===== config.mk =====
export PLATFORM = sky130hd
export DESIGN_NAME = two_focus_parity_pattern_packer_flat
export DESIGN_NICKNAME = d
export VERILOG_FILES = /design/src/sv/tfpp_pkg.sv /design/src/sv/tfpp_pixel_if.sv /design/src/sv/tfpp_byte_if.sv /design/src/sv/two_focus_parity_pattern_packer.sv /design/src/flat_wrapper.sv
export SDC_FILE = /design/constraint.sdc
export NUM_CORES = 2
export LEC_CHECK = 0
export ABC_AREA = 1
export BUFFER_PORTS_ARGS = -buffer_cell sky130_fd_sc_hd__buf_2
export CORE_ASPECT_RATIO = 0.8
export CORE_UTILIZATION = 30
export CTS_CLUSTER_SIZE = 12
export DETAILED_ROUTE_END_ITERATION = 8
export PLACE_DENSITY = 0.55
export SLEW_MARGIN = 20
export SYNTH_ARGS = -nofsm -noshare
export SYNTH_HDL_FRONTEND = slang
export SYNTH_SLANG_ARGS = --single-unit

===== constraint.sdc =====
create_clock -name clk -period 5.5 [get_ports clk]
set_input_delay 0.55 -clock clk [delete_from_list [all_inputs] [get_ports clk]]
set_output_delay 0.55 -clock clk [all_outputs]
set_load 0.02 [all_outputs]

===== src/sv/tfpp_pkg.sv =====
// ----------------------------------------------------------------------------
// tfpp_pkg
// types and constants of the two focus parity pattern packer
// ----------------------------------------------------------------------------
package tfpp_pkg;

    localparam int PIX_W     = 12;
    localparam int WIDTH_W   = 13;
    localparam int FOCUS_W   = 12;
    localparam int BYTE_W    = 8;
    localparam int HELD_W    = 3;
    localparam int COORD_MAX = 16;
    localparam int APB_AW    = 5;
    localparam int APB_DW    = 32;

    typedef logic [PIX_W-1:0]   pixel_coord_t;
    typedef logic [WIDTH_W-1:0] frame_width_t;
    typedef logic [FOCUS_W-1:0] focus_coord_t;
    typedef logic [BYTE_W-1:0]  byte_t;
    typedef logic [HELD_W-1:0]  held_t;

    localparam frame_width_t FRAME_WIDTH_RST = 13'd640;
    localparam focus_coord_t FOCUS_RST       = 12'd0;
    localparam held_t        HELD_LAST       = 3'd7;

    typedef enum logic [2:0] {
        REG_FRAME_WIDTH = 3'd0,
        REG_FOCUS_A_X   = 3'd1,
        REG_FOCUS_A_Y   = 3'd2,
        REG_FOCUS_B_X   = 3'd3,
        REG_FOCUS_B_Y   = 3'd4
    } reg_idx_t;

    typedef enum logic [2:0] {
        ST_IDLE,
        ST_SQUARE,
        ST_SUM,
        ST_MUL_LO,
        ST_MUL_HI,
        ST_ROOT,
        ST_PACK
    } state_t;

endpackage


===== src/sv/tfpp_pixel_if.sv =====
// ----------------------------------------------------------------------------
// tfpp_pixel_if
// pixel coordinate channel, one request per pixel
// ----------------------------------------------------------------------------
interface tfpp_pixel_if;
    import tfpp_pkg::*;

    logic         valid;
    logic         ready;
    pixel_coord_t pixel_x;
    pixel_coord_t pixel_y;

    modport source (output valid, output pixel_x, output pixel_y, input ready);
    modport sink   (input valid, input pixel_x, input pixel_y, output ready);
endinterface


===== src/sv/tfpp_byte_if.sv =====
// ----------------------------------------------------------------------------
// tfpp_byte_if
// packed byte channel, one request per byte
// ----------------------------------------------------------------------------
interface tfpp_byte_if;
    import tfpp_pkg::*;

    logic  valid;
    logic  ready;
    byte_t packed_byte;
    logic  row_last;

    modport source (output valid, output packed_byte, output row_last, input ready);
    modport sink   (input valid, input packed_byte, input row_last, output ready);
endinterface


===== src/sv/two_focus_parity_pattern_packer.sv =====
// ----------------------------------------------------------------------------
// two_focus_parity_pattern_packer
// parity of floor(sqrt(A*B)) per pixel, packed msb first into bytes
// ----------------------------------------------------------------------------
//  channel    dir  handshake          payload
//  pixel_in   in   valid / ready      pixel_x, pixel_y
//  byte_out   out  valid / ready      packed_byte, row_last
//  apb        in   psel/penable/pwrite frame_width, focus_a_x/y, focus_b_x/y
//
//  one pixel passes the bit-serial root loop, which retires one root bit
//  per cycle; around it sit accept, square, sum, two product halves and pack
//  reset takes effect at once, no clearing pass
//  the pack cycle waits while a byte is due and the output register is full and not taken
//  a pixel may be accepted while the previous byte still waits to be taken
// ----------------------------------------------------------------------------
module two_focus_parity_pattern_packer #(
    parameter int COORD_BITS = 12
) (
    input  logic                        clk,
    input  logic                        rst_n,
    tfpp_pixel_if.sink                  pixel_in,
    tfpp_byte_if.source                 byte_out,
    input  logic                        psel,
    input  logic                        penable,
    input  logic                        pwrite,
    input  logic [tfpp_pkg::APB_AW-1:0] paddr,
    input  logic [tfpp_pkg::APB_DW-1:0] pwdata,
    output logic [tfpp_pkg::APB_DW-1:0] prdata,
    output logic                        pready
);
    import tfpp_pkg::*;

    localparam int C      = COORD_BITS;
    localparam int SQ_W   = 2 * C;
    localparam int SUM_W  = 2 * C + 1;
    localparam int LO_W   = C + 1;
    localparam int PROD_W = 2 * SUM_W;
    localparam int ROOT_W = SUM_W;
    localparam int REM_W  = ROOT_W + 2;
    localparam int CNT_W  = $clog2(ROOT_W);
    localparam logic [CNT_W-1:0] CNT_LAST = CNT_W'(ROOT_W - 1);

    function automatic logic [C-1:0] abs_diff(input logic [C-1:0] p, input logic [C-1:0] q);
        logic [C-1:0] d;
        begin
            d = (p >= q) ? (p - q) : (q - p);
            return d;
        end
    endfunction

    // configuration
    frame_width_t frame_width_reg;
    focus_coord_t focus_a_x_reg;
    focus_coord_t focus_a_y_reg;
    focus_coord_t focus_b_x_reg;
    focus_coord_t focus_b_y_reg;

    // control
    state_t             state_reg, state_next;
    logic [CNT_W-1:0]   cnt_reg, cnt_next;
    byte_t              gather_reg, gather_next;
    held_t              held_reg, held_next;
    logic               out_valid_reg, out_valid_next;

    // datapath
    logic [C-1:0]       dax_reg, dax_next;
    logic [C-1:0]       day_reg, day_next;
    logic [C-1:0]       dbx_reg, dbx_next;
    logic [C-1:0]       dby_reg, dby_next;
    logic               last_reg, last_next;
    logic [SQ_W-1:0]    sqax_reg, sqax_next;
    logic [SQ_W-1:0]    sqay_reg, sqay_next;
    logic [SQ_W-1:0]    sqbx_reg, sqbx_next;
    logic [SQ_W-1:0]    sqby_reg, sqby_next;
    logic [SUM_W-1:0]   a_reg, a_next;
    logic [SUM_W-1:0]   b_reg, b_next;
    logic [PROD_W-1:0]  prod_reg, prod_next;
    logic [REM_W-1:0]   rem_reg, rem_next;
    logic [ROOT_W-1:0]  root_reg, root_next;
    byte_t              out_byte_reg, out_byte_next;
    logic               out_last_reg, out_last_next;

    logic [COORD_MAX-1:0] px_ext, py_ext, fax_ext, fay_ext, fbx_ext, fby_ext;
    logic [REM_W-1:0]     rem_shift;
    logic [REM_W-1:0]     trial;
    byte_t                gather_new;
    logic                 emit;
    logic                 cfg_write;
    reg_idx_t             cfg_idx;

    assign px_ext  = COORD_MAX'(pixel_in.pixel_x);
    assign py_ext  = COORD_MAX'(pixel_in.pixel_y);
    assign fax_ext = COORD_MAX'(focus_a_x_reg);
    assign fay_ext = COORD_MAX'(focus_a_y_reg);
    assign fbx_ext = COORD_MAX'(focus_b_x_reg);
    assign fby_ext = COORD_MAX'(focus_b_y_reg);

    // ---------------- configuration port ----------------
    assign pready    = 1'b1;
    assign cfg_write = psel && penable && pwrite && pready;
    assign cfg_idx   = reg_idx_t'(paddr[APB_AW-1:2]);

    always_ff @(posedge clk or negedge rst_n)
    begin
        if (!rst_n)
        begin
            frame_width_reg <= FRAME_WIDTH_RST;
            focus_a_x_reg   <= FOCUS_RST;
            focus_a_y_reg   <= FOCUS_RST;
            focus_b_x_reg   <= FOCUS_RST;
            focus_b_y_reg   <= FOCUS_RST;
        end
        else if (cfg_write)
        begin
            case (cfg_idx)
                REG_FRAME_WIDTH: frame_width_reg <= pwdata[WIDTH_W-1:0];
                REG_FOCUS_A_X:   focus_a_x_reg   <= pwdata[FOCUS_W-1:0];
                REG_FOCUS_A_Y:   focus_a_y_reg   <= pwdata[FOCUS_W-1:0];
                REG_FOCUS_B_X:   focus_b_x_reg   <= pwdata[FOCUS_W-1:0];
                REG_FOCUS_B_Y:   focus_b_y_reg   <= pwdata[FOCUS_W-1:0];
                default:         ;
            endcase
        end
    end

    always_comb
    begin
        case (cfg_idx)
            REG_FRAME_WIDTH: prdata = APB_DW'(frame_width_reg);
            REG_FOCUS_A_X:   prdata = APB_DW'(focus_a_x_reg);
            REG_FOCUS_A_Y:   prdata = APB_DW'(focus_a_y_reg);
            REG_FOCUS_B_X:   prdata = APB_DW'(focus_b_x_reg);
            REG_FOCUS_B_Y:   prdata = APB_DW'(focus_b_y_reg);
            default:         prdata = '0;
        endcase
    end

    // ---------------- handshake ----------------
    assign pixel_in.ready       = (state_reg == ST_IDLE);
    assign byte_out.valid       = out_valid_reg;
    assign byte_out.packed_byte = out_byte_reg;
    assign byte_out.row_last    = out_last_reg;

    // one root digit: bring down two product bits, try 4*root+1
    assign rem_shift = {rem_reg[REM_W-3:0], prod_reg[PROD_W-1 -: 2]};
    assign trial     = {root_reg, 2'b01};

    assign gather_new = gather_reg | (BYTE_W'(root_reg[0]) << (HELD_LAST - held_reg));
    assign emit       = (held_reg == HELD_LAST) || last_reg;

    always_comb
    begin
        state_next     = state_reg;
        cnt_next       = cnt_reg;
        gather_next    = gather_reg;
        held_next      = held_reg;
        out_valid_next = out_valid_reg && !byte_out.ready;
        out_byte_next  = out_byte_reg;
        out_last_next  = out_last_reg;
        dax_next       = dax_reg;
        day_next       = day_reg;
        dbx_next       = dbx_reg;
        dby_next       = dby_reg;
        last_next      = last_reg;
        sqax_next      = sqax_reg;
        sqay_next      = sqay_reg;
        sqbx_next      = sqbx_reg;
        sqby_next      = sqby_reg;
        a_next         = a_reg;
        b_next         = b_reg;
        prod_next      = prod_reg;
        rem_next       = rem_reg;
        root_next      = root_reg;

        case (state_reg)
            ST_IDLE:
            begin
                if (pixel_in.valid)
                begin
                    dax_next   = abs_diff(px_ext[C-1:0], fax_ext[C-1:0]);
                    day_next   = abs_diff(py_ext[C-1:0], fay_ext[C-1:0]);
                    dbx_next   = abs_diff(px_ext[C-1:0], fbx_ext[C-1:0]);
                    dby_next   = abs_diff(py_ext[C-1:0], fby_ext[C-1:0]);
                    last_next  = ({1'b0, pixel_in.pixel_x} == (frame_width_reg - 13'd1));
                    state_next = ST_SQUARE;
                end
            end
            ST_SQUARE:
            begin
                sqax_next  = SQ_W'(dax_reg * dax_reg);
                sqay_next  = SQ_W'(day_reg * day_reg);
                sqbx_next  = SQ_W'(dbx_reg * dbx_reg);
                sqby_next  = SQ_W'(dby_reg * dby_reg);
                state_next = ST_SUM;
            end
            ST_SUM:
            begin
                a_next     = SUM_W'(sqax_reg) + SUM_W'(sqay_reg);
                b_next     = SUM_W'(sqbx_reg) + SUM_W'(sqby_reg);
                state_next = ST_MUL_LO;
            end
            ST_MUL_LO:
            begin
                prod_next  = PROD_W'(a_reg * b_reg[LO_W-1:0]);
                state_next = ST_MUL_HI;
            end
            ST_MUL_HI:
            begin
                prod_next  = prod_reg + (PROD_W'(a_reg * b_reg[SUM_W-1:LO_W]) << LO_W);
                rem_next   = '0;
                root_next  = '0;
                cnt_next   = '0;
                state_next = ST_ROOT;
            end
            ST_ROOT:
            begin
                prod_next = prod_reg << 2;
                if (rem_shift >= trial)
                begin
                    rem_next  = rem_shift - trial;
                    root_next = {root_reg[ROOT_W-2:0], 1'b1};
                end
                else
                begin
                    rem_next  = rem_shift;
                    root_next = {root_reg[ROOT_W-2:0], 1'b0};
                end
                cnt_next = cnt_reg + 1'b1;
                if (cnt_reg == CNT_LAST)
                begin
                    state_next = ST_PACK;
                end
            end
            ST_PACK:
            begin
                // hold while a byte is due and the previous one is not taken
                if (!(emit && out_valid_reg && !byte_out.ready))
                begin
                    if (emit)
                    begin
                        out_valid_next = 1'b1;
                        out_byte_next  = gather_new;
                        out_last_next  = last_reg;
                        gather_next    = '0;
                        held_next      = '0;
                    end
                    else
                    begin
                        gather_next = gather_new;
                        held_next   = held_reg + 1'b1;
                    end
                    state_next = ST_IDLE;
                end
            end
            default:
            begin
                state_next = ST_IDLE;
            end
        endcase
    end

    always_ff @(posedge clk or negedge rst_n)
    begin
        if (!rst_n)
        begin
            state_reg     <= ST_IDLE;
            cnt_reg       <= '0;
            gather_reg    <= '0;
            held_reg      <= '0;
            out_valid_reg <= 1'b0;
        end
        else
        begin
            state_reg     <= state_next;
            cnt_reg       <= cnt_next;
            gather_reg    <= gather_next;
            held_reg      <= held_next;
            out_valid_reg <= out_valid_next;
        end
    end

    always_ff @(posedge clk)
    begin
        dax_reg      <= dax_next;
        day_reg      <= day_next;
        dbx_reg      <= dbx_next;
        dby_reg      <= dby_next;
        last_reg     <= last_next;
        sqax_reg     <= sqax_next;
        sqay_reg     <= sqay_next;
        sqbx_reg     <= sqbx_next;
        sqby_reg     <= sqby_next;
        a_reg        <= a_next;
        b_reg        <= b_next;
        prod_reg     <= prod_next;
        rem_reg      <= rem_next;
        root_reg     <= root_next;
        out_byte_reg <= out_byte_next;
        out_last_reg <= out_last_next;
    end

endmodule


===== src/flat_wrapper.sv =====
// flat-port wrapper written by rule: the top's interface ports become plain ports
module two_focus_parity_pattern_packer_flat import tfpp_pkg::*;
#(
    parameter int COORD_BITS = 12
)
  (clk, rst_n, psel, penable, pwrite, paddr, pwdata, prdata, pready, pixel_in_valid, pixel_in_pixel_x, pixel_in_pixel_y, pixel_in_ready, byte_out_valid, byte_out_packed_byte, byte_out_row_last, byte_out_ready);
  tfpp_pixel_if pixel_in_i ();
  tfpp_byte_if byte_out_i ();
  input  logic clk;
  input  logic rst_n;
  input  logic psel;
  input  logic penable;
  input  logic pwrite;
  input  logic [tfpp_pkg::APB_AW-1:0] paddr;
  input  logic [tfpp_pkg::APB_DW-1:0] pwdata;
  output logic [tfpp_pkg::APB_DW-1:0] prdata;
  output logic pready;
  input wire logic [$bits(pixel_in_i.valid)-1:0] pixel_in_valid;
  input wire logic [$bits(pixel_in_i.pixel_x)-1:0] pixel_in_pixel_x;
  input wire logic [$bits(pixel_in_i.pixel_y)-1:0] pixel_in_pixel_y;
  output wire logic [$bits(pixel_in_i.ready)-1:0] pixel_in_ready;
  output wire logic [$bits(byte_out_i.valid)-1:0] byte_out_valid;
  output wire logic [$bits(byte_out_i.packed_byte)-1:0] byte_out_packed_byte;
  output wire logic [$bits(byte_out_i.row_last)-1:0] byte_out_row_last;
  input wire logic [$bits(byte_out_i.ready)-1:0] byte_out_ready;
  assign pixel_in_i.valid = pixel_in_valid;
  assign pixel_in_i.pixel_x = pixel_in_pixel_x;
  assign pixel_in_i.pixel_y = pixel_in_pixel_y;
  assign pixel_in_ready = pixel_in_i.ready;
  assign byte_out_valid = byte_out_i.valid;
  assign byte_out_packed_byte = byte_out_i.packed_byte;
  assign byte_out_row_last = byte_out_i.row_last;
  assign byte_out_i.ready = byte_out_ready;
  two_focus_parity_pattern_packer #(.COORD_BITS(COORD_BITS)) u_core (.clk(clk), .rst_n(rst_n), .pixel_in(pixel_in_i), .byte_out(byte_out_i), .psel(psel), .penable(penable), .pwrite(pwrite), .paddr(paddr), .pwdata(pwdata), .prdata(prdata), .pready(pready));
endmodule

==> summary.md <==
| Metric | Value |
|---|---|
| Routability congestion estimate | 0.932 |
| Failing checks | negative setup slack |
| Initial Util | 0.304 |
| CP Class | reg2reg |
| Initial DRC count | ~3,600 |
| CP startpoint | u_core.b_reg[19]$_DFFE_PP_ |
| Post-detailed-placement half-perimeter wirelength | around 150,000 µm |
| Port bufs | 70 |
| Sequential share of the synthesized area | 0.180 |
| Largest net degree at the start of global routing | 76 |
| Final #Nets | 9,685 |
| Warning count from the yosys run | 0 |
| Max-slew violations | 0 |
| Pre-CTS WS | -1280 ps |
| End of the critical path | u_core.prod_reg[33]$_DFFE_PP_ |
| CP Data Required Time | 5900 ps |
| Endpoints failing hold | 0 |
| RSZ-0062 raised after global routing | yes |
| Crit-path slowest cell | fa_2 |
| Flop-to-flop setup slack | -820 ps |
| #FFs+latches synth | 381 |
| Post-synth EDFFs | 300 |
| Core Footprint | 0.202 mm² |
| Max FFs per register | 50 |
| Most frequent cells in the layout | nand2_1 (1,855), inv_1 (1,707), fa_1 (788), ha_1 (537), buf_4 (442) |
| Total CTS buffers | 49 |
| Critical Path AT | between 6000 and 7000 ps |
| Die Wd | between 500 and 600 µm |
| WL met1 | around 90,000 µm |
| DRT Pass-1 Iters | 6 |
| Most common cell after layout, fill and taps aside | nand2_1 |
| Max Freq | 0.158 GHz |
| Final Cycle Share | 1.15 |
| Clk buf depth | 3 |
| Met3 wire len | 10,800 µm |
| Tightest Pin Transition | 1020 ps |
| GRT Util Overall | 0.176 |
| Num rows | 147 |
| Worst-path maximum fanout | 8 |
| Die area | between 0.2 and 0.25 mm² |
| Syn avg cell area | 7.83 µm² |
| RR Endpoint | u_core.prod_reg[33]$_DFFE_PP_ |
| MaxCap Viol Count | 0 |
| Reg2reg start | u_core.b_reg[19]$_DFFE_PP_ |
| Wire per inst | about 16 µm |
| Ant diodes | 0 |
| WL met2 | 78,300 µm |
| Most used cell along the critical path | fa_1 |
| Global-route wire length before repair | 289,000 µm |
| Filler instances | roughly 21,000 |
| CTS Sinks | 381 |
| GRT overflow | 0 |
| DRT antenna net count | 0 |
| DIE HEIGHT | about 410 µm |
| Worst skew pair latency | 660 ps |
| Vias in the first global route | around 52,000 |
| Synth cell types | 66 |
| R2R cell count | 28 |
| # IOs | 112 |
| Clk root buf | clkbuf_16 |
| Share of cells above drive strength 1 | 0.149 |
| Synthesis-to-finish area growth | 19.8% |
| Final setup viols | 27 |
| Htree depth | 2 |
| Vias/cell | 4.68 |
| Worst slew margin | 0.319 |
| Uppermost layer routed | met5 |
| Main synth FF type | edfxtp_1 |
| Final setup margin | -823 ps |
| TritonCTS clock tree | yes |
| # DRC | 0 |
| Post-synthesis cell count | about 7,800 |
| Placed cell areas | 0.0682 mm² |
| Initial antenna violation count | 7 |
| Asr flop ratio synth | 0.213 |
| Synthesized area | 0.0612 mm² |
| Clk_skew | 46.8 ps |
| Final Cell Area | 0.0733 mm² |
| CTS clk-pin slew, worst paths | 60 ps |
| TNS Setup | -17,480 ps |
| Hold Crit Class | in2reg |
| Crit-path max cell delay | 580 ps |
| Via Count | between 50,000 and 60,000 |
| CP Capture Type | flip-flop |
| Startpoint types | flip-flop |
| Status | finished with violations |
| Final critical-path required period | 6320 ps |
| WL final | 180,000 µm |
## area by class of cell
type	instances	area, µm²	area share
Multi-Input combinational cell	5407	45300	0.618
Sequential cell	381	11000	0.150
Clock buffer	65	1400	0.0191
Inverter	1756	6600	0.0900
Timing Repair Buffer	620	5350	0.0729
Tap cell	2682	3360	0.0457
Clock inverter	27	299	0.00408
## synth_stat cells (5+ instances only)
cell	count	area (µm²)
nand2_1	1972	7400
inv_1	1742	6540
fa_1	804	16100
ha_1	598	7480
nor2_1	419	1570
a21oi_1	390	1950
edfxtp_1	300	9010
o21ai_0	284	1420
clkbuf_1	231	867
nand3_1	207	1040
xor2_1	188	1650
xnor2_1	91	797
dfrtp_1	79	1980
nand4_1	56	350
nor3_1	51	255
a21o_1	39	293
o21ai_1	38	190
buf_2	31	155
o21bai_1	30	225
buf_4	20	150
a221oi_1	19	166
a31oi_1	18	113
or2_2	16	100
nand3b_1	14	105
nor2_2	14	87.6
inv_2	13	48.8
nand2_2	13	81.3
o22ai_1	12	75.1
nor4_1	11	68.8
o2111ai_1	11	96.3
a211oi_1	10	75.1
o211ai_1	9	67.6
a21boi_0	8	60.1
and2_1	8	50.1
o21ai_2	7	61.3
clkbuf_2	6	30.0
o21a_1	6	45.0
a22o_1	5	43.8
## kinds of logic (layout without fill, tap and decap cells)
logic type / Yosys count / in the layout / share of synthesized area
and+or+nand+nor: 2801 / 2801 / 0.184
buffers and inverters: 2050 / 2468 / 0.128
adders and majority gates: 1402 / 1402 / 0.385
AOI/OAI and AO/OA: 904 / 904 / 0.0822
DFF: 381 / 381 / 0.180
xor gates and xnor gates: 279 / 279 / 0.0399
other: 2 / 20 / 0.000123
muxes: 1 / 1 / 0.000163
## critical path: cells and delay by family (launching register included)
kind / cells / cell delay, ps
XOR/XNOR: 1 / 170
flip-flops: 1 / 380
AO/OA/AOI/OAI: 4 / 560
buffers and inverters: 8 / 780
adder cells (fa/ha/maj): 7 / 3330
AND/OR/NAND/NOR: 8 / 880
## stage by stage
stage | cells | hold slack, ps | utilization
final | 10938 | 147 | 0.364
after global routing | 10938 | 154 | 0.364
after CTS | 10885 | 93.8 | 0.356
after detailed placement | 10745 | 474 | 0.338
after global placement | 10745 | 462 | 0.338
after floorplan | 7838 | 254 | -
## layer usage
layer	vias up	global-route usage
met5	-	0
met2	1321	0.277
li1	24718	-
met3	181	0.0204
met4	6	0.0344
met1	24994	0.259
## how the worst min path moves through the flow
stage | slack [ps] | end | start | cells past startpoint
3_5_place_dp | 470 | u_core.focus_b_x_reg[11]$_DFFE_PN0P_ | u_core.focus_b_x_reg[11]$_DFFE_PN0P_ | 2
6_report | 150 | u_core.frame_width_reg[12]$_DFFE_PN0P_ | pwdata[12] | 3
3_3_place_gp | 460 | u_core.cnt_reg[4]$_DFFE_PN0N_ | u_core.cnt_reg[4]$_DFFE_PN0N_ | 1
4_1_cts | 90 | u_core.frame_width_reg[12]$_DFFE_PN0P_ | pwdata[12] | 3
2_1_floorplan | 250 | u_core.byte_out.valid$_DFF_PN0_ | rst_n | 0
5_1_grt | 150 | u_core.frame_width_reg[12]$_DFFE_PN0P_ | pwdata[12] | 3
## timing repair
item,in CTS,in global routing
buffers inserted,47,54
pin swaps,110,125
resized for setup,332,263
endpoints found under the setup margin,38,47
cloned,1,1
hold endpoints to repair,20,0
hold buffers,1,0
Power is not shown: default switching activity piles up to over one toggle a cycle in this logic, so the estimate is an artifact.
